===== config.mk =====
export PLATFORM = sky130hd
export DESIGN_NAME = mhae_cell
export DESIGN_NICKNAME = d
export VERILOG_FILES = /design/src/rtl/mhae_pkg.sv /design/src/rtl/mhae_cell.sv
export SDC_FILE = /design/constraint.sdc
export NUM_CORES = 1
export LEC_CHECK = 0
export BUFFER_PORTS_ARGS = -buffer_cell sky130_fd_sc_hd__buf_2
export CAP_MARGIN = 10
export CELL_PAD_IN_SITES_DETAIL_PLACEMENT = 0
export CELL_PAD_IN_SITES_GLOBAL_PLACEMENT = 1
export CORE_UTILIZATION = 28
export DETAILED_ROUTE_END_ITERATION = 7
export GPL_TIMING_DRIVEN = 0
export PLACE_DENSITY_LB_ADDON = 0.1
export SLEW_MARGIN = 30
export SYNTH_ARGS = -nofsm -noshare
export SYNTH_HDL_FRONTEND = slang
export SYNTH_SLANG_ARGS = --single-unit

===== constraint.sdc =====
create_clock -name i_clk -period 0.8 [get_ports i_clk]
set_input_delay 0.16 -clock i_clk [delete_from_list [all_inputs] [get_ports i_clk]]
set_output_delay 0.16 -clock i_clk [all_outputs]
set_load 0.01 [all_outputs]

===== src/rtl/mhae_pkg.sv =====
// Shared types, constants and table functions of the attention engine.
package mhae_pkg;

    localparam int TOKEN_COUNT_DEF = 64;
    localparam int HEAD_COUNT_DEF  = 8;
    localparam int HEAD_WIDTH_DEF  = 32;
    localparam int RESULT_LIMIT    = 64;
    localparam logic [16:0] LOG2E_Q16 = 17'd94548;

    localparam int OP_W    = 2;
    localparam int TOKEN_W = 6;
    localparam int HEAD_W  = 3;
    localparam int DIM_W   = 5;
    localparam int DATA_W  = 16;
    localparam int POS_W   = 6;

    typedef enum logic [1:0] {
        OP_LOAD        = 2'd0,
        OP_READ_OUT    = 2'd1,
        OP_READ_WEIGHT = 2'd2,
        OP_NONE        = 2'd3
    } t_op;

    typedef enum logic {
        KIND_OUT    = 1'b0,
        KIND_WEIGHT = 1'b1
    } t_kind;

    typedef enum logic [3:0] {
        S_IDLE,
        S_SCORE,
        S_MAX,
        S_EXP_A,
        S_EXP_B,
        S_EXP_C,
        S_DIV_S,
        S_DIV_W,
        S_WOUT,
        S_OMAC,
        S_OEMIT
    } t_state;

    typedef enum logic [1:0] {
        SEL_RECIRC,
        SEL_SCORE,
        SEL_EXP,
        SEL_WEIGHT
    } t_chain_sel;

    typedef struct packed {
        logic valid;
        logic first;
        logic last;
    } t_tap;

    typedef struct packed {
        logic       in_ready;
        logic       issue;
        logic       chain_shift;
        t_chain_sel chain_sel;
        logic       div_start;
        logic       emit;
    } t_ctl;

    function automatic logic [63:0] isqrt64(input logic [63:0] x);
        logic [63:0] r;
        logic [63:0] rem;
        logic [63:0] b;
        r   = '0;
        rem = x;
        b   = 64'd1 << 62;
        for (int i = 0; i < 32; i++) begin
            if (rem >= r + b) begin
                rem = rem - (r + b);
                r   = (r >> 1) + b;
            end else begin
                r = r >> 1;
            end
            b = b >> 2;
        end
        return r;
    endfunction

    function automatic logic [16:0] pow2_entry(input logic [4:0] i);
        logic [16:0] v;
        case (i)
            5'd0:    v = 17'd65536;
            5'd1:    v = 17'd62757;
            5'd2:    v = 17'd60097;
            5'd3:    v = 17'd57549;
            5'd4:    v = 17'd55109;
            5'd5:    v = 17'd52773;
            5'd6:    v = 17'd50535;
            5'd7:    v = 17'd48393;
            5'd8:    v = 17'd46341;
            5'd9:    v = 17'd44376;
            5'd10:   v = 17'd42495;
            5'd11:   v = 17'd40693;
            5'd12:   v = 17'd38968;
            5'd13:   v = 17'd37316;
            5'd14:   v = 17'd35734;
            5'd15:   v = 17'd34219;
            5'd16:   v = 17'd32768;
            default: v = 17'd32768;
        endcase
        return v;
    endfunction

endpackage


===== src/rtl/mhae_cell.sv =====
// One cell of the score chain: holds one row entry, takes its neighbour's on shift.
module mhae_cell
    import mhae_pkg::*;
#(
    parameter int WIDTH = 32
) (
    input  logic             i_clk,
    input  logic             i_shift,
    input  logic [WIDTH-1:0] i_d,
    output logic [WIDTH-1:0] o_q
);
    logic [WIDTH-1:0] r_val;

    always_ff @(posedge i_clk) begin
        if (i_shift) begin
            r_val <= i_d;
        end
    end

    assign o_q = r_val;
endmodule


==> out/results.ini, run 1 <==
[timing]
final_min_period_over_clock_period_pct=126.0
hold_violations=0
rsz0062_at_grt=yes
worst_pin_slew_ns=0.7020
fmax_ghz=0.9922
slew_headroom_pct=53.20
finalWorstPathRequiredPeriod_ns=1.008
drv_slew=0
setup_viol=32
final.setup.worst_slack_ns=-0.2078

[layout]
final_layout_size_suffix_gt1_share_pct=51.47
nets=169
multi_input_comb_area_um2=0
n_antenna_cell=0
largest_reg_flops=32
flow.area_growth_from_synthesis_pct=76.95
comb.multi_input.count=0
final_core_util_pct=53.93

[synth]
async_reset_ff_share_pct=0
synth_top_area_cell=sky130_fd_sc_hd__edfxtp_1
synth_area_per_cell_um2=30.03
yosys.cell_types.count=1
synthTopCellsByCount=32 x sky130_fd_sc_hd__edfxtp_1
ys_top_cells_by_area=sky130_fd_sc_hd__edfxtp_1 100%
synthMostInstantiatedCell=sky130_fd_sc_hd__edfxtp_1
post_synth_instance_area_um2=960.9
number_of_synthesized_flops_with_an_enable_pin=32
synthDominantCellAreaShare_pct=100.0
synthCells=32
syn_warnings=0
synthesis.nets=66
ys_seq_area_share_pct=100.0
dominantRegCellSynth=sky130_fd_sc_hd__edfxtp_1
synth.ff_latch_count=32

[pwr]
power.density_cell_area_nw_per_um2=1913
vdd_ir_drop_max_mv=1.227
power.switching_mw=0.6895
p_sw_share_pct=21.20
combinational_fraction_of_design_power_pct=12.8
power_frac_clock_pct=25.2
cellInternalPower_mw=2.563
seq_power_share_pct=62.0
leakagePower_nw=0.7253

[die]
num_rows=20
die_w_um=60.58
fp.coreArea_um2=3153
floorplan.die.height_um=60.58
initial_core_util_pct=30.48
num_io_pins=66
fp.dieArea_um2=3670

[cts]
tritoncts_clock_tree=built
cts_buffers=5
cts_repair_resize_count=0
cts.clk_slew.worst_paths_ns=0.09
htreeDepth=2
clock_sinks=32
clk_path_buf_depth=2
clock_tree.root_cell=sky130_fd_sc_hd__clkbuf_4
setup_fix_buffers_added_after_clock_tree_synthesis=0

[detailed_routing]
routed-via-count=690
aggregate_routed_wire_length_mm=2.047
drt-initial-drc-count=19
detail_route.drc_violations=0
met2_wirelength_mm=1.073
dr.max_layer_used=met4
detail_route.wl_per_cell_um=11.37
detail_route.wirelength.met1_um=753
drt.antenna.violating_nets=0
detailedRoute.firstPassIterationCount=3
met3_length_um=167
route.detailed.vias_per_inst=3.833

[global_routing]
globalRouteOverflowTotal=0
first_global_vias=712
grt_pass1_wl_mm=2.766
global_route.usage.total_pct=11.48
number_of_antenna_violations_at_the_first_check_in_global_routing=0
largest_net_degree_at_the_start_of_global_routing=33

[worst_setup_path]
crit_slowest_cell=sky130_fd_sc_hd__edfxtp_1
critPathLaunchType=register
worst_ep_arrival_time_ns=0.85
critical_path_class=reg -> out
cp.buffers_inverters=1
worstSetupStartpoint=o_q[5]
crit_family=flip-flops
critical_path.cell_chain=buf_2
crit_path_max_fanout=1
critPathMaxStageDelay_ns=0.38
worst_ep_required_time_ns=0.64
setup.worst_path.end_class=primary output

[placed_design]
post-place-ws_ns=-0.3166
place.gp.congestion=0.5878
portBuffers=65

[min_path]
hold_path_class=in -> reg
hold_path.startpoint=i_d[13]

[status]
failed_checks=setup timing
run_status=complete, but fails checks

[job]
drv_cap=0

==> per-layer routing <==
layer  GRT usage (%)  vias up
met3           4.691        6
met4           9.740        0
met5               0        -
li1                -      335
met2           20.57       41
met1           9.736      308
==> kinds of logic after synthesis <==
group and share of synthesized area (%):
flip-flops 100.0
==> stage by stage <==
stage	total power, mW	hold WS (ns)	cell area [um^2]	setup TNS, ns	std cells
after global placement	2.353	0.3364	1341	-9.284	141
after CTS	3.321	0.0001608	1680	-6.982	178
after floorplan	2.137	0.2589	960.9	0	32
final	3.253	0.02578	1700	-6.005	180
after global routing	3.419	0.0004282	1700	-7.908	180
after detailed placement	2.361	0.3381	1341	-10.07	141
==> cell usage in the layout, fill, tap and decap left out <==
master and instances:
sky130_fd_sc_hd__buf_2 65, sky130_fd_sc_hd__clkbuf_1 2, sky130_fd_sc_hd__clkbuf_4 5, sky130_fd_sc_hd__clkinv_1 1
sky130_fd_sc_hd__dlygate4sd3_1 31, sky130_fd_sc_hd__edfxtp_1 32
==> cell type report <==
class                 count  area, um^2
fill                    304        1453
clock buffer              7       45.04
timing repair buffer     96       635.6
sequential               32       960.9
tap                      44       55.05
clock inverter            1       3.754
==> repair_timing <==
item / 4_1_cts / 5_1_grt
endpoints found under the hold margin: 29 / 2
setup endpoints to repair: 32 / 32
hold buffers: 29 / 2
==> final timing paths <==
check	cells past startpoint	slack (ns)	to
min	1	0.03	o_q[13]
max	1	-0.21	o_q[5]
==> power by group through the flow <==
stage | registers [mW] | clock network [mW] | logic (mW)
after floorplan | 2.14 | 0 | 0
after CTS | 2.02 | 0.890 | 0.413
after global routing | 2.03 | 0.934 | 0.451
final | 2.02 | 0.819 | 0.416
after detailed placement | 2.06 | 0 | 0.304
after global placement | 2.05 | 0 | 0.301
Note: power is estimated with default switching activity, not from simulation.
==> run 2: changes to the inputs <==
--- a/config.mk
+++ b/config.mk
@@ -13,6 +13,7 @@
 export DETAILED_ROUTE_END_ITERATION = 7
 export GPL_TIMING_DRIVEN = 0
 export PLACE_DENSITY_LB_ADDON = 0.1
+export SETUP_SLACK_MARGIN = 0.05
 export SLEW_MARGIN = 30
 export SYNTH_ARGS = -nofsm -noshare
 export SYNTH_HDL_FRONTEND = slang
==> run 2 against run 1 <==
Net effect: the run still ends with setup timing left; clock power is essentially flat; first-iteration DRC count did not move; total power is essentially flat; via count grew 0.14%; clock-buffer cell count unchanged; core utilization grew 0.079 points; maximum frequency unchanged; critical path type unchanged; critical endpoint unchanged.
==> out/results.ini, run 2 (same netlist as run 1, synthesis figures left out) <==
[pwr]
leakagePower_nw=0.7262
combinational_fraction_of_design_power_pct=12.9
vdd_ir_drop_max_mv=1.223
power.switching_mw=0.6902
p_sw_share_pct=21.21
power.density_cell_area_nw_per_um2=1911
totalPowerFinal_mw=3.254
power_frac_clock_pct=25.1
seq_power_share_pct=62.0
cellInternalPower_mw=2.564

[placed_design]
place.gp.congestion=0.5878
portBuffers=65

[timing]
drv_slew=0
final.setup.worst_slack_ns=-0.2078
setup_viol=32
worst_pin_slew_ns=0.4053
finalWorstPathRequiredPeriod_ns=1.008
final_min_period_over_clock_period_pct=126.0
whs_ns=0.02578
slew_headroom_pct=72.98
rsz0062_at_grt=yes
fmax_ghz=0.9922
hold_violations=0
totalNegativeSetupSlack_ns=-6.003

[cts]
clock_sinks=32
htreeDepth=2
tritoncts_clock_tree=built
setup_fix_buffers_added_after_clock_tree_synthesis=0
clk_path_buf_depth=2
clock_tree.root_cell=sky130_fd_sc_hd__clkbuf_4
cts_buffers=5
cts.clk_slew.worst_paths_ns=0.09

[global_routing]
grt_util_met1_pct=9.736
grt_pass1_wl_mm=2.822
grt-busiest-layer=met2
globalRouteOverflowTotal=0
largest_net_degree_at_the_start_of_global_routing=33
global_route.usage.total_pct=11.76
number_of_antenna_violations_at_the_first_check_in_global_routing=0
first_global_vias=724
gr-usage-met3_pct=4.691
groute.layer.met2.usage_pct=21.51

[layout]
layout.cells.most_common_list=64 x sky130_fd_sc_hd__buf_2, 32 x sky130_fd_sc_hd__edfxtp_1, 31 x sky130_fd_sc_hd__dlygate4sd3_1, 5 x sky130_fd_sc_hd__clkbuf_4, 2 x sky130_fd_sc_hd__clkbuf_1
comb.multi_input.count=0
multi_input_comb_area_um2=0
flow.area_growth_from_synthesis_pct=77.21
final_layout_size_suffix_gt1_share_pct=51.47
nets=169
final.fill_count=306
largest_reg_flops=32
n_antenna_cell=0
mostFrequentLayoutCell=sky130_fd_sc_hd__buf_2

[detailed_routing]
drt.antenna.violating_nets=0
detail_route.wl_per_cell_um=11.60
aggregate_routed_wire_length_mm=2.088
drt-initial-drc-count=19
routed-via-count=691
route.detailed.vias_per_inst=3.839
detail_route.drc_violations=0
detailedRoute.firstPassIterationCount=3

[die]
num_io_pins=66
floorplan.die.height_um=60.58
die_w_um=60.58
initial_core_util_pct=30.48
num_rows=20
fp.dieArea_um2=3670
fp.coreArea_um2=3153

[worst_setup_path]
setup.worst_path.end_class=primary output
critical_path_class=reg -> out
cp.buffers_inverters=1
worst_ep_required_time_ns=0.64
crit_slowest_cell=sky130_fd_sc_hd__edfxtp_1
crit_path_max_fanout=1
critPathMaxStageDelay_ns=0.38
critPathLaunchType=register
worst_ep_arrival_time_ns=0.85
critical_path.cell_chain=buf_2
crit_family=flip-flops

[status]
failed_checks=setup timing
run_status=complete, but fails checks

[min_path]
hold_path_class=in -> reg

[job]
drv_cap=0

==> run 2: cell counts in the layout (fill, tap and decap cells not counted) <==
No cell type changed its count.
==> run 2: worst paths after layout <==
path	depth (start not counted)	slack [ns]	to	startpoint
setup / recovery	1	-0.21	o_q[5]	o_q[5]
hold / removal	1	0.03	o_q[13]	i_d[13]
==> run 2: area by class of cell <==
cell class / instances / area, um^2 / share of cell area, %
Clock inverter: 1 / 3.754 / 0.2204
Sequential cell: 32 / 960.9 / 56.43
Clock buffer: 7 / 45.04 / 2.645
Tap cell: 44 / 55.05 / 3.233
Timing Repair Buffer: 96 / 638.1 / 37.47
==> run 2: power groups by stage <==
stage	combinational [mW]	sequential (mW)	clock, mW
floorplan	0	2.14	0
global placement	0.301	2.05	0
global route	0.454	2.03	0.934
detailed placement	0.304	2.06	0
CTS	0.414	2.02	0.890
finish	0.419	2.02	0.818
==> run 2: metrics by stage <==
stage          cell area, um^2  util (%)  setup WS, ns  instances
2_1_floorplan            960.9         -        0.2462         32
3_3_place_gp              1341     42.54       -0.2918        141
3_5_place_dp              1341     42.54       -0.3166        141
4_1_cts                   1683     53.37       -0.2432        178
5_1_grt                   1703     54.01       -0.2690        180
6_report                  1703     54.01       -0.2078        180
==> run 2: metal layers <==
metal,routed length [um],up-vias
met1,745,309
met5,0,-
met2,1118,41
met3,171,6
li1,-,335
met4,53,0
==> run 2: what timing repair did <==
action	4_1_cts	5_1_grt
hold buffers	29	2
hold endpoints to repair	29	2
endpoints found under the setup margin	46	32
resized for setup	1	0
==> run 3: changes to the inputs <==
--- a/config.mk
+++ b/config.mk
@@ -12,7 +12,7 @@
 export CORE_UTILIZATION = 28
 export DETAILED_ROUTE_END_ITERATION = 7
 export GPL_TIMING_DRIVEN = 0
-export PLACE_DENSITY_LB_ADDON = 0.1
+export PLACE_DENSITY = 0.69
 export SETUP_SLACK_MARGIN = 0.05
 export SLEW_MARGIN = 30
 export SYNTH_ARGS = -nofsm -noshare
==> run 3 against run 2 <==
Net effect: the flow still finishes with violations (setup timing); via count is the same; sequential share of layout area grew 1.2 points; wire length grew 2.5%; largest power group unchanged.
==> out/results.ini, run 3 (same netlist as run 1, synthesis figures left out) <==
[detailed_routing]
drt.antenna.violating_nets=0
drt-initial-drc-count=6
detail_route.drc_violations=0
route.detailed.vias_per_inst=3.949
detail_route.wl_per_cell_um=12.23
routed-via-count=691
detailedRoute.firstPassIterationCount=3
aggregate_routed_wire_length_mm=2.140

[worst_setup_path]
setup.worst_path.end_class=primary output
critPathLaunchType=register
worst_ep_required_time_ns=0.64
critical_path.cell_chain=buf_2
worst_ep_arrival_time_ns=0.85
critPathMaxStageDelay_ns=0.38
worstSetupStartpoint=o_q[16]
cp.buffers_inverters=1
critical_path_class=reg -> out
crit_path_max_fanout=1
crit_family=flip-flops
crit_slowest_cell=sky130_fd_sc_hd__edfxtp_1
worstSetupPathDepth=1

[cts]
clk_path_buf_depth=2
tritoncts_clock_tree=built
htreeDepth=2
cts_buffers=5
setup_fix_buffers_added_after_clock_tree_synthesis=0
cts.clk_slew.worst_paths_ns=0.09
clock_tree.root_cell=sky130_fd_sc_hd__clkbuf_4
clock_sinks=32

[timing]
fmax_ghz=0.9899
final_min_period_over_clock_period_pct=126.3
hold_violations=0
drv_slew=0
setup_viol=32
rsz0062_at_grt=yes
whs_ns=0.01392
worst_pin_slew_ns=0.3996
slew_headroom_pct=73.36
final.setup.worst_slack_ns=-0.2102
finalWorstPathRequiredPeriod_ns=1.010

[pwr]
seq_power_share_pct=62.3
leakagePower_nw=0.7128
power_frac_clock_pct=25.0
power.switching_mw=0.6961
vdd_ir_drop_max_mv=1.119
combinational_fraction_of_design_power_pct=12.6
p_sw_share_pct=21.50
power.density_cell_area_nw_per_um2=1943
cellInternalPower_mw=2.542

[status]
failed_checks=setup timing
run_status=complete, but fails checks

[layout]
final_layout_size_suffix_gt1_share_pct=54.20
final.fill_count=284
total_area_of_sequential_cells_um2=960.9
n_antenna_cell=0
nets=165
flow.area_growth_from_synthesis_pct=73.44
mostFrequentLayoutCell=sky130_fd_sc_hd__buf_2
comb.multi_input.count=0
largest_reg_flops=32
multi_input_comb_area_um2=0
fin_cells=175
layout.cells.most_common_list=63 x sky130_fd_sc_hd__buf_2, 32 x sky130_fd_sc_hd__edfxtp_1, 27 x sky130_fd_sc_hd__dlygate4sd3_1, 5 x sky130_fd_sc_hd__clkbuf_4

[placed_design]
portBuffers=65
placed_cells_incl_taps=141
post-place-ws_ns=-0.3207
place.gp.congestion=0.6767

[die]
fp.dieArea_um2=3670
die_w_um=60.58
num_rows=20
num_io_pins=66
fp.coreArea_um2=3153
initial_core_util_pct=30.48
floorplan.die.height_um=60.58

[global_routing]
global_route.usage.total_pct=12.86
globalRouteOverflowTotal=0
number_of_antenna_violations_at_the_first_check_in_global_routing=0
first_global_vias=695
grt_pass1_wl_mm=3.056
largest_net_degree_at_the_start_of_global_routing=33

[min_path]
hold_path_class=in -> reg
timing.hold.worst_endpoint=o_q[18]
worst_hold_path.num_cells=1
hold_path.startpoint=i_d[18]

[job]
drv_cap=0

-- run 3: per-stage QoR --
stage          area, um^2  power (mW)  util [%]  setup TNS (ns)
2_1_floorplan       960.9       2.137         -               0
3_3_place_gp         1341       2.351     42.54          -8.927
3_5_place_dp         1341       2.363     42.54          -10.20
4_1_cts              1640       3.286     52.02          -6.905
5_1_grt              1667       3.404     52.86          -7.715
6_report             1667       3.238     52.86          -6.049
-- run 3: layer usage --
metal / share of wire (%) / track usage [%]
met1: 34 / 11.72
met2: 55 / 22.61
met3: 10 / 7.249
met4: 1.4 / 6.818
met5: 0 / 0
-- run 3: area by class of cell --
class | instances | area share (%)
Clock buffer | 6 | 2.477
Clock inverter | 1 | 0.3003
Sequential cell | 32 | 57.66
Tap cell | 44 | 3.303
Timing Repair Buffer | 92 | 36.26
-- run 3: worst max path at each step --
stage                          to  slack, ns
after CTS                  o_q[6]      -0.24
after global placement    o_q[25]      -0.28
final                     o_q[16]      -0.21
after global routing      o_q[25]      -0.26
after floorplan            o_q[0]       0.25
after detailed placement  o_q[30]      -0.32
-- run 3: power groups by stage --
| stage | clock, mW | sequential (mW) | combinational [mW] |
|---|---|---|---|
| after floorplan | 0 | 2.14 | 0 |
| after global placement | 0 | 2.05 | 0.299 |
| after detailed placement | 0 | 2.06 | 0.305 |
| after CTS | 0.867 | 2.02 | 0.400 |
| after global routing | 0.922 | 2.03 | 0.449 |
| final | 0.810 | 2.02 | 0.409 |
-- run 3: what timing repair did --
action / in CTS / in global routing
setup endpoints to repair: 64 / 32
hold buffers: 25 / 2
resized for setup: 1 / 1
hold endpoints to repair: 25 / 2
pin swaps: 0 / 0
