[src/rtl/mhae_pkg.sv]
// Shared types, constants and table functions of the attention engine.
package mhae_pkg;

    localparam int TOKEN_COUNT_DEF = 64;
    localparam int HEAD_COUNT_DEF  = 8;
    localparam int HEAD_WIDTH_DEF  = 32;
    localparam int RESULT_LIMIT    = 64;
    localparam logic [16:0] LOG2E_Q16 = 17'd94548;

    localparam int OP_W    = 2;
    localparam int TOKEN_W = 6;
    localparam int HEAD_W  = 3;
    localparam int DIM_W   = 5;
    localparam int DATA_W  = 16;
    localparam int POS_W   = 6;

    typedef enum logic [1:0] {
        OP_LOAD        = 2'd0,
        OP_READ_OUT    = 2'd1,
        OP_READ_WEIGHT = 2'd2,
        OP_NONE        = 2'd3
    } t_op;

    typedef enum logic {
        KIND_OUT    = 1'b0,
        KIND_WEIGHT = 1'b1
    } t_kind;

    typedef enum logic [3:0] {
        S_IDLE,
        S_SCORE,
        S_MAX,
        S_EXP_A,
        S_EXP_B,
        S_EXP_C,
        S_DIV_S,
        S_DIV_W,
        S_WOUT,
        S_OMAC,
        S_OEMIT
    } t_state;

    typedef enum logic [1:0] {
        SEL_RECIRC,
        SEL_SCORE,
        SEL_EXP,
        SEL_WEIGHT
    } t_chain_sel;

    typedef struct packed {
        logic valid;
        logic first;
        logic last;
    } t_tap;

    typedef struct packed {
        logic       in_ready;
        logic       issue;
        logic       chain_shift;
        t_chain_sel chain_sel;
        logic       div_start;
        logic       emit;
    } t_ctl;

    function automatic logic [63:0] isqrt64(input logic [63:0] x);
        logic [63:0] r;
        logic [63:0] rem;
        logic [63:0] b;
        r   = '0;
        rem = x;
        b   = 64'd1 << 62;
        for (int i = 0; i < 32; i++) begin
            if (rem >= r + b) begin
                rem = rem - (r + b);
                r   = (r >> 1) + b;
            end else begin
                r = r >> 1;
            end
            b = b >> 2;
        end
        return r;
    endfunction

    function automatic logic [16:0] pow2_entry(input logic [4:0] i);
        logic [16:0] v;
        case (i)
            5'd0:    v = 17'd65536;
            5'd1:    v = 17'd62757;
            5'd2:    v = 17'd60097;
            5'd3:    v = 17'd57549;
            5'd4:    v = 17'd55109;
            5'd5:    v = 17'd52773;
            5'd6:    v = 17'd50535;
            5'd7:    v = 17'd48393;
            5'd8:    v = 17'd46341;
            5'd9:    v = 17'd44376;
            5'd10:   v = 17'd42495;
            5'd11:   v = 17'd40693;
            5'd12:   v = 17'd38968;
            5'd13:   v = 17'd37316;
            5'd14:   v = 17'd35734;
            5'd15:   v = 17'd34219;
            5'd16:   v = 17'd32768;
            default: v = 17'd32768;
        endcase
        return v;
    endfunction

endpackage

[src/rtl/mhae_div.sv]
// Restoring divider, one quotient bit per cycle.
module mhae_div
    import mhae_pkg::*;
#(
    parameter int NUM_W = 33,
    parameter int DEN_W = 23
) (
    input  logic             i_clk,
    input  logic             i_rst_n,
    input  logic             i_start,
    input  logic [NUM_W-1:0] i_num,
    input  logic [DEN_W-1:0] i_den,
    output logic             o_done,
    output logic [NUM_W-1:0] o_quot
);
    localparam int CNT_W = $clog2(NUM_W + 1);

    logic             r_busy;
    logic             r_done;
    logic [CNT_W-1:0] r_cnt;
    logic [DEN_W-1:0] r_rem;
    logic [DEN_W-1:0] r_den;
    logic [NUM_W-1:0] r_quot;
    logic [DEN_W:0]   trial;
    logic             ge;

    assign trial = {r_rem, r_quot[NUM_W-1]};
    assign ge    = trial >= {1'b0, r_den};

    always_ff @(posedge i_clk) begin
        if (!i_rst_n) begin
            r_busy <= 1'b0;
            r_done <= 1'b0;
            r_cnt  <= '0;
        end else if (i_start) begin
            r_busy <= 1'b1;
            r_done <= 1'b0;
            r_cnt  <= CNT_W'(NUM_W);
        end else if (r_busy) begin
            r_cnt <= r_cnt - 1'b1;
            if (r_cnt == CNT_W'(1)) begin
                r_busy <= 1'b0;
                r_done <= 1'b1;
            end
        end else begin
            r_done <= 1'b0;
        end
    end

    always_ff @(posedge i_clk) begin
        if (i_start) begin
            r_rem  <= '0;
            r_quot <= i_num;
            r_den  <= i_den;
        end else if (r_busy) begin
            r_rem  <= ge ? DEN_W'(trial - {1'b0, r_den}) : DEN_W'(trial);
            r_quot <= {r_quot[NUM_W-2:0], ge};
        end
    end

    assign o_done = r_done;
    assign o_quot = r_quot;
endmodule

[config.mk]
export PLATFORM = sky130hd
export DESIGN_NAME = mhae_div
export DESIGN_NICKNAME = d
export VERILOG_FILES = /design/src/rtl/mhae_pkg.sv /design/src/rtl/mhae_div.sv
export SDC_FILE = /design/constraint.sdc
export NUM_CORES = 1
export LEC_CHECK = 0
export BUFFER_PORTS_ARGS = -buffer_cell sky130_fd_sc_hd__clkbuf_2
export CAP_MARGIN = 15
export CORE_MARGIN = 5
export CORE_UTILIZATION = 55
export DETAILED_ROUTE_END_ITERATION = 16
export PLACE_DENSITY_LB_ADDON = 0.2
export SLEW_MARGIN = 20
export SYNTH_ARGS = -nofsm -noshare
export SYNTH_HDL_FRONTEND = slang
export SYNTH_SLANG_ARGS = --single-unit
[constraint.sdc]
create_clock -name i_clk -period 4.11 [get_ports i_clk]
set_clock_uncertainty 0.2 [all_clocks]
set_input_delay 0.822 -clock i_clk [delete_from_list [all_inputs] [get_ports i_clk]]
set_output_delay 0.822 -clock i_clk [all_outputs]
set_load 0.03 [all_outputs]
==> results.md, run 1 <==
- WHS: 0.304 ns
- Storage cell area: 0.00230 mm²
- LEAKAGE: 2.38 nW
- Io pins: 93
- Initial Utilization: 0.562
- CP peak stage delay: 0.46 ns
- Vias/cell: 5.68
- RSZ-0062 raised after global routing: no
- Synth Warn #: 0
- Synthesized flop and latch total: 87
- Clk root buf: clkbuf_8
- Placer Congestion: 0.855
- Chip width: 104 µm
- Worst skew pair latency: 0.36 ns
- First-pass GRT wire length: 17.6 mm
- Post-cts resize count: 0
- Num CTS Buffers: 9
- Critical Path Slowest Stage Cell: o311a_1
- Async SR Flop Fraction: 0
- Hpwl dp: 7.60 mm
- Grt met2 use: 0.334
- Starting DRT DRC Count: 159
- Total gr overflow: 0
- Vias in the first global route: 3,756
- Initial antenna violation count: 0
- Fillcell total: 718
- Worst IR Drop VDD: 0.249 mV
- Area of the multi-input gates: 0.00235 mm²
- Synth top area cells: edfxtp_1 (34%), dfxtp_1 (13%), mux2_2 (7.6%), ha_1 (6.4%), nand2_1 (3.8%)
- FF-to-FF setup slack: 0.97 ns
- Slew headroom: 0.399
- Routed WL: 10.5 mm
- Final period util: 0.763
- Setup-failing EPs final: 0
- Global route hottest layer: met2
- Synthesized instance count: 454
- Post-route insts no fill: 658
- DR DRC count: 0
- Worst path required time: 4.18 ns
- Worst Tran Pin Value: 0.899 ns
- Worst setup EP type: flip-flop
- Area delta synth->final: 15.9%
- Mean area per synthesized cell: 10.7 µm²
- Seq/Total Area, Yosys: 0.472
- Final hold vios: 0
- CTS tree: done
- TNS Setup: 0 ns
- Layout cells sized above 1: 0.311
- H-Tree Depth: 3
- Global-route met1 utilization: 0.246
- Peak Freq: 319 MHz
- Power per cell area: 414 mW/mm²
- Die Area: 0.0109 mm²
- Final core occ: 0.651
- GR Util All Layers: 0.196
- Cell area after synthesis: 0.00488 mm²
- Hold crit path type: flip-flop to flip-flop
- Detail Route Antenna Nets: 0
- CP Class: flip-flop to flip-flop
- Cts hold-fix bufs: 0
- Dpl cells: 642
- CP Cell Sequence: inv_1 -> ha_1 -> fa_1 -> nand2b_1 -> a21oi_2 -> o31ai_2 -> o31a_1 -> o311a_1 -> buf_4 -> nand2_1 -> a311oi_1
- Post-synth EDFFs: 56
- # rows: 34
- CP startpoint kind: flip-flop
- Crit Path Max Fanout: 15
- Post-CTS setup buffer count: 0
- Post-route minimum period: 3.14 ns
- I/O Buffers: 92
- First-pass iteration count of the detailed router: 4
- MaxCap Viol Count: 0
- Data arrival time of the worst path: 3.21 ns
- Top-area cell type share of the netlist area: 0.345
- # diodes: 0
- Met3 usage in global routing: 0.0323
- Wire per inst: 16.0 µm
- Area leader, netlist: edfxtp_1
- # nets final: 630
- Bufs on Longest Clock Path: 2
- CORE AREA: 0.00868 mm²
- Vias: 3,739
- Cell variety after synth: 64
- Largest net degree at the start of global routing: 46
- Post-Synthesis Net Count: 539
- CTS Sinks: 87
- Final Max Tran Viols: 0
- Chip Height: 104 µm
- Top FF cell, synth: edfxtp_1
- Outcome: finished, final reports clean
- Worst-path clk slew: 0.09 ns
[per-layer routing]
layer / vias up / share of wire
li1: 1840 / -
met1: 1791 / 0.43
met2: 94 / 0.51
met3: 14 / 0.041
met4: 0 / 0.017
met5: - / 0
[kinds of logic after synthesis]
group / share of synthesized area
adders and majority gates: 0.0682
muxes: 0.0782
xor gates and xnor gates: 0.0377
DFF: 0.472
and+or+nand+nor: 0.134
AOI/OAI and AO/OA: 0.164
buffers and inverters: 0.0457
[placed cells by master, fill, tap and decap left out, types with 7 or more instances in the layout]
cell	count
o21ai_0	14
ha_1	25
nand3_1	14
a21oi_1	22
a311oi_2	11
nor2_1	34
dfxtp_1	31
nand2b_1	10
nand2_1	50
xnor2_1	12
xor2_1	9
buf_4	7
inv_1	29
edfxtp_1	56
clkbuf_8	9
mux2_2	33
clkbuf_2	91
[power breakdown]
| group | leakage [nW] | internal (mW) | switching [mW] |
|---|---|---|---|
| Sequential | 0.811 | 1.02 | 0.0471 |
| Clock | 0.119 | 0.411 | 0.326 |
| Combinational | 1.45 | 0.210 | 0.326 |
| Total | 2.38 | 1.64 | 0.700 |
[cell type report]
cell class	count	share of cell area
Clock buffer	10	0.0226
Clock inverter	6	0.0208
Inverter	29	0.0193
Multi-Input combinational cell	320	0.416
Sequential cell	87	0.407
Tap cell	108	0.0239
Timing Repair Buffer	98	0.0899
[sequential cells by signal, summed over array words and instances, names as in the netlist]
name and cells:
o_quot 33, r_rem 23, r_cnt 6, r_den 23
o_done 1, r_busy 1
[path summary, 6_finish.rpt]
kind                            startpoint         to  depth (start not counted)
worst max-delay path            o_quot[32]  r_rem[19]                         11
worst min-delay path              r_cnt[1]   r_cnt[1]                          2
worst max register to register  o_quot[32]  r_rem[19]                         11
worst min register to register    r_cnt[1]   r_cnt[1]                          2
[per-stage QoR]
step | instance area, µm² | setup WS (ns) | power [mW]
floorplan | 4880 | 1.17 | 1.48
global placement | 5410 | 1.06 | 1.60
detailed placement | 5410 | 0.961 | 1.61
CTS | 5650 | 0.932 | 2.35
global route | 5650 | 0.635 | 2.45
finish | 5650 | 0.973 | 2.34
[worst max-delay path, delay by kind of cell (launching register included)]
family	cells	cell delay [ns]
buffers and inverters	2	0.37
and+or+nand+nor	2	0.27
DFF	1	0.41
AOI/OAI and AO/OA	5	1.42
adders and majority gates	2	0.37
[cells in the mapped netlist (all sizes together), types with 4 or more instances]
| cell type | number |
|---|---|
| edfxtp | 56 |
| xor2 | 9 |
| a21oi | 24 |
| buf | 11 |
| o31ai | 4 |
| o21ai | 16 |
| nor2b | 4 |
| xnor2 | 12 |
| mux2 | 33 |
| ha | 25 |
| o21a | 6 |
| inv | 29 |
| a211oi | 4 |
| nand3 | 14 |
| dfxtp | 31 |
| nor2 | 36 |
| nand2 | 53 |
| clkbuf | 7 |
| nand2b | 10 |
| a21o | 5 |
| a311oi | 14 |
Note: power is estimated with default switching activity, not from simulation.
==> run 2, diff against run 1 <==
--- a/config.mk
+++ b/config.mk
@@ -8,7 +8,7 @@
 export BUFFER_PORTS_ARGS = -buffer_cell sky130_fd_sc_hd__clkbuf_2
 export CAP_MARGIN = 15
 export CORE_MARGIN = 5
-export CORE_UTILIZATION = 55
+export CORE_UTILIZATION = 50
 export DETAILED_ROUTE_END_ITERATION = 16
 export PLACE_DENSITY_LB_ADDON = 0.2
 export SLEW_MARGIN = 20
==> constraint.sdc (replaced) <==
create_clock -name i_clk -period 2.6 [get_ports i_clk]
set_clock_uncertainty 0.2 [all_clocks]
set_input_delay 0.52 -clock i_clk [delete_from_list [all_inputs] [get_ports i_clk]]
set_output_delay 0.52 -clock i_clk [all_outputs]
set_load 0.03 [all_outputs]
==> run 2 against run 1 <==
  * Non-clock buffer count is 37 higher
  * Combinational power grew 96%
  * Sequential power grew 58%
  * Global-route usage is 0.10 points lower
  * Via count is 3.5% higher
  * First-iteration DRC count up 31%
  * Highest routed layer unchanged
  * The run now ends with negative setup slack left
  * Register-to-register slack worse by 1.1 ns
  * Maximum frequency grew 14%
  * Clock-buffer cell count fell by 1
  * Clock power rose by 51%
  * Sequential share of layout area decreased by 3.8 points
  * Largest cell class unchanged
==> results.md, run 2 (synthesis gave the netlist of run 1 again) <==
- Worst path required time: 2.69 ns
- Setup-failing EPs final: 21
- Final Max Tran Viols: 0
- CP Cell Sequence: inv_1 -> ha_2 -> fa_2 -> nand2b_4 -> a21oi_4 -> o31ai_4 -> o31a_1 -> o311ai_4 -> buf_6 -> or2b_1 -> a311oi_2
- Wire per inst: 16.0 µm
- Crit path capture: r_rem[0]
- Vias in the first global route: 3,920
- Routed WL: 11.5 mm
- Chip Height: 109 µm
- Layout cells sized above 1: 0.416
- # rows: 36
- Outcome: complete, but fails checks
- CP peak stage delay: 0.36 ns
- CORE AREA: 0.00964 mm²
- Data arrival time of the worst path: 2.85 ns
- Worst Slack Setup Final: -0.158 ns
- First-pass iteration count of the detailed router: 5
- Min-delay src: i_den[0]
- Bufs on Longest Clock Path: 2
- Hpwl dp: 8.11 mm
- Worst Tran Pin Value: 0.861 ns
- Post-route minimum period: 2.76 ns
- # diodes: 0
- LEAKAGE: 2.69 nW
- Area of the multi-input gates: 0.00257 mm²
- Failing checks: negative setup slack
- Worst r2r src: o_quot[32]
- Die Area: 0.0118 mm²
- Largest register FFs: 33
- I/O Buffers: 92
- Power per cell area: 615 mW/mm²
- Worst skew pair latency: 0.37 ns
- Total gr overflow: 0
- Vias: 3,870
- H-Tree Depth: 3
- Initial Utilization: 0.506
- Worst setup EP type: flip-flop
- CP Class: flip-flop to flip-flop
- Slew headroom: 0.424
- Worst IR Drop VDD: 0.350 mV
- Placer Congestion: 0.854
- Io pins: 93
- Final period util: 1.06
- Most frequent cells in the layout: clkbuf_2 (91), edfxtp_1 (56), nand2_1 (40), buf_4 (35), nor2_1 (34)
- GR Util All Layers: 0.195
- CTS tree: done
- Reg2Reg Capture Point: r_rem[0]
- Setup crit start: o_quot[32]
- MaxCap Viol Count: 0
- RSZ-0062 raised after global routing: yes
- Most common cell after layout, fill and taps aside: clkbuf_2
- Fillcell total: 821
- Final hold vios: 0
- # nets final: 667
- CTS Sinks: 87
- Num CTS Buffers: 9
- Clk root buf: clkbuf_8
- Largest net degree at the start of global routing: 34
- Hold crit path type: input port to flip-flop
- Chip width: 109 µm
- FF-to-FF setup slack: -0.16 ns
- Starting DRT DRC Count: 208
- First-pass GRT wire length: 18.2 mm
- Worst-path clk slew: 0.10 ns
- Cts hold-fix bufs: 0
- Reg2reg path depth: 11
- Vias/cell: 5.38
- DR DRC count: 0
- Area delta synth->final: 27.7%
- Storage cell area: 0.00230 mm²
- Crit Path Max Fanout: 3
- Placement Setup Slack: -0.0763 ns
- Critical Path Slowest Stage Cell: edfxtp_1
- Peak Freq: 363 MHz
- CP startpoint kind: flip-flop
- Power Total: 3.83 mW
- Initial antenna violation count: 0
- Detail Route Antenna Nets: 0
==> run 2: area by class of cell <==
class                      count  share of cell area
sequential                    87               0.370
multi-input combinational    320               0.413
clock inverter                 7              0.0167
tap                          133              0.0267
timing repair buffer         135               0.136
inverter                      29              0.0175
clock buffer                   9              0.0199
==> run 2: worst min path at each step <==
stage / to / slack, ns / cells after the start
floorplan: r_rem[17] / 0.26 / 2
global placement: r_cnt[1] / 0.28 / 2
detailed placement: r_rem[13] / 0.29 / 2
CTS: r_den[15] / 0.11 / 1
global route: r_den[17] / 0.11 / 1
finish: r_den[0] / 0.12 / 1
==> run 2: worst max-delay path: cells and delay by family, from the launching register on <==
kind / cells / cell delay [ns]
buffers and inverters: 2 / 0.21
AO/OA/AOI/OAI: 5 / 0.98
adder cells (fa/ha/maj): 2 / 0.53
flip-flops: 1 / 0.36
AND/OR/NAND/NOR: 2 / 0.39
==> run 2: per-layer routing <==
| metal | wire, µm | track usage | part of all wire | vias to the layer above |
|---|---|---|---|---|
| met1 | 4920 | 0.255 | 0.43 | 1849 |
| met5 | 0 | 0 | 0 | - |
| met3 | 528 | 0.0314 | 0.046 | 15 |
| met4 | 165 | 0.0884 | 0.014 | 0 |
| li1 | - | - | - | 1913 |
| met2 | 5910 | 0.317 | 0.51 | 93 |
==> run 2: what timing repair did <==
action / 4_1_cts / 5_1_grt
hold endpoints to repair: 0 / 0
endpoints found under the setup margin: 21 / 24
gates cloned: 1 / 0
gates resized for setup: 19 / 31
buffers inserted: 4 / 5
pin swaps: 10 / 10
==> run 2: through the flow <==
step	area, µm²	instances	setup TNS, ns	util	hold WS [ns]
after floorplan	4920	454	-2.52	-	0.262
after global placement	5720	696	-0.0413	0.594	0.281
after detailed placement	5720	696	-0.560	0.594	0.290
after CTS	6060	717	-0.746	0.629	0.111
after global routing	6230	720	-3.47	0.646	0.112
final	6230	720	-1.84	0.646	0.121
==> run 2: report_power, final <==
group	internal (mW)	switching [mW]
logic	0.441	0.605
clock network	0.557	0.553
registers	1.61	0.0667
==> run 3, diff against run 2 <==
--- a/config.mk
+++ b/config.mk
@@ -7,11 +7,13 @@
 export LEC_CHECK = 0
 export BUFFER_PORTS_ARGS = -buffer_cell sky130_fd_sc_hd__clkbuf_2
 export CAP_MARGIN = 15
+export CORE_ASPECT_RATIO = 0.7
 export CORE_MARGIN = 5
-export CORE_UTILIZATION = 50
+export CORE_UTILIZATION = 55
 export DETAILED_ROUTE_END_ITERATION = 16
 export PLACE_DENSITY_LB_ADDON = 0.2
 export SLEW_MARGIN = 20
 export SYNTH_ARGS = -nofsm -noshare
 export SYNTH_HDL_FRONTEND = slang
 export SYNTH_SLANG_ARGS = --single-unit
+export TNS_END_PERCENT = 5
==> constraint.sdc (replaced) <==
create_clock -name i_clk -period 3.24 [get_ports i_clk]
set_clock_uncertainty 0.2 [all_clocks]
set_input_delay 0.648 -clock i_clk [delete_from_list [all_inputs] [get_ports i_clk]]
set_output_delay 0.648 -clock i_clk [all_outputs]
set_load 0.03 [all_outputs]
==> run 3 against run 2 <==
  * Routed wire length is 5.6% lower
  * Largest power group unchanged
  * Non-clock buffer count is 30 lower
  * The run now ends clean
  * Utilization is 3.4 points higher
==> results.md, run 3 (synthesis gave the netlist of run 1 again) <==
- Routed WL: 10.9 mm
- MaxCap Viol Count: 0
- Net switching power: 0.923 mW
- H-Tree Depth: 3
- Final core occ: 0.680
- Vias: 3,771
- Crit path max-delay family: compound AO/OA/AOI/OAI gates
- Cts hold-fix bufs: 0
- TNS Setup: 0 ns
- Global route hottest layer: met2
- Critical Path Slowest Stage Cell: fa_1
- Finished layout cell area: 0.00581 mm²
- CP Class: flip-flop to flip-flop
- Chip width: 123 µm
- Hold crit path type: input port to flip-flop
- GR Util All Layers: 0.204
- Peak Freq: 328 MHz
- Chip Height: 88.8 µm
- Power per cell area: 536 mW/mm²
- Final Max Tran Viols: 0
- Most frequent cells in the layout: clkbuf_2 (91), edfxtp_1 (56), nand2_1 (50), nor2_1 (34), mux2_2 (33)
- # rows: 28
- Crit Path Max Fanout: 7
- Area post-placement: 0.00549 mm²
- Worst path required time: 3.29 ns
- First-pass iteration count of the detailed router: 4
- Sw Share: 0.296
- Min-delay src: i_den[1]
- Setup-failing EPs final: 0
- CP bufs+invs: 2
- Starting DRT DRC Count: 294
- Detail Route Antenna Nets: 0
- Outcome: finished, final reports clean
- Largest net degree at the start of global routing: 35
- Io pins: 93
- Sequential Power Share: 0.432
- CP peak stage delay: 0.41 ns
- Worst Tran Pin Value: 0.571 ns
- Initial antenna violation count: 0
- Vias/cell: 5.57
- Clk root buf: clkbuf_16
- Post-CTS setup buffer count: 0
- Final hold vios: 0
- # diodes: 0
- Reg2reg path depth: 11
- Power Total: 3.12 mW
- Worst setup EP type: flip-flop
- First-pass GRT wire length: 17.5 mm
- CP startpoint kind: flip-flop
- Grt met2 use: 0.309
- Most common cell after layout, fill and taps aside: clkbuf_2
- Worst IR Drop VDD: 0.390 mV
- Cell count along the critical path: 11
- Internal power: 2.19 mW
- CTS Sinks: 87
- Largest register FFs: 33
- Global-route met1 utilization: 0.293
- Wire per inst: 16.1 µm
- Met3 usage in global routing: 0.0518
- Slew headroom: 0.615
- WHS: 0.284 ns
- Data arrival time of the worst path: 3.10 ns
- Num CTS Buffers: 9
- Hpwl dp: 8.17 mm
- Final period util: 0.942
- # nets final: 637
- Bufs on Longest Clock Path: 2
- Comb pwr share: 0.229
- Post-cts resize count: 0
- Post-route insts no fill: 677
- CP Cell Sequence: inv_1 -> ha_1 -> fa_1 -> nand2b_1 -> a21oi_2 -> o31ai_2 -> o31a_1 -> o311ai_4 -> buf_4 -> or2b_1 -> a311oi_2
- Initial Utilization: 0.571
- CORE AREA: 0.00855 mm²
- I/O Buffers: 92
- Vias in the first global route: 3,615
- Total gr overflow: 0
- Worst r2r src: o_quot[32]
- Die Area: 0.0109 mm²
- DR DRC count: 0
- Worst-path clk slew: 0.06 ns
- Worst skew pair latency: 0.33 ns
- Clock power frac: 0.339
- Placement Setup Slack: 0.258 ns
- RSZ-0062 raised after global routing: yes
- Setup crit start: o_quot[32]
- Worst hold path depth: 1
- LEAKAGE: 2.49 nW
- Layout cells sized above 1: 0.323
- Post-route minimum period: 3.05 ns
- Placer Congestion: 0.936
- CTS tree: done
- Dpl cells: 661
- Worst Slack Setup Final: 0.189 ns
- Area delta synth->final: 19.2%
run 3: cell count changes in the layout (fill, tap and decap cells not counted), moves of 5 or more:
cell	change
buf_4	-23
nand2_1	+10
clkbuf_16	+9
clkbuf_8	-8
nand2_2	-8
nand3_1	+5
nand3_2	-5
run 3: worst paths after layout:
kind / end / slack (ns)
min: r_den[1] / 0.28
min reg2reg: r_rem[13] / 0.30
max: r_rem[0] / 0.19
max reg2reg: r_rem[0] / 0.19
run 3: layout make-up:
class | count | area, µm²
fill | 691 | 2740
multi-input combinational | 320 | 2370
sequential | 87 | 2300
timing repair buffer | 105 | 577
clock buffer | 10 | 239
tap | 120 | 150
inverter | 29 | 109
clock inverter | 6 | 67.6
run 3: metal layers:
| metal | vias up | wire length, µm |
|---|---|---|
| met1 | 1772 | 5140 |
| met4 | 0 | 177 |
| met5 | - | 0 |
| li1 | 1879 | - |
| met2 | 101 | 4960 |
| met3 | 19 | 585 |
run 3: worst register-to-register path, cell delays in order, from the launching register on:
cell	delay [ns]
edfxtp_1	0.37
inv_1	0.06
ha_1	0.22
fa_1	0.41
nand2b_1	0.21
a21oi_2	0.20
o31ai_2	0.14
o31a_1	0.16
o311ai_4	0.30
buf_4	0.20
or2b_1	0.24
a311oi_2	0.25
run 3: power groups by stage:
| stage | Clock [mW] | Sequential (mW) | Combinational (mW) |
|---|---|---|---|
| after global routing | 1.14 | 1.36 | 0.779 |
| after detailed placement | 0 | 1.37 | 0.700 |
| final | 1.06 | 1.35 | 0.713 |
| after global placement | 0 | 1.36 | 0.682 |
| after CTS | 1.07 | 1.35 | 0.706 |
| after floorplan | 0 | 1.45 | 0.430 |
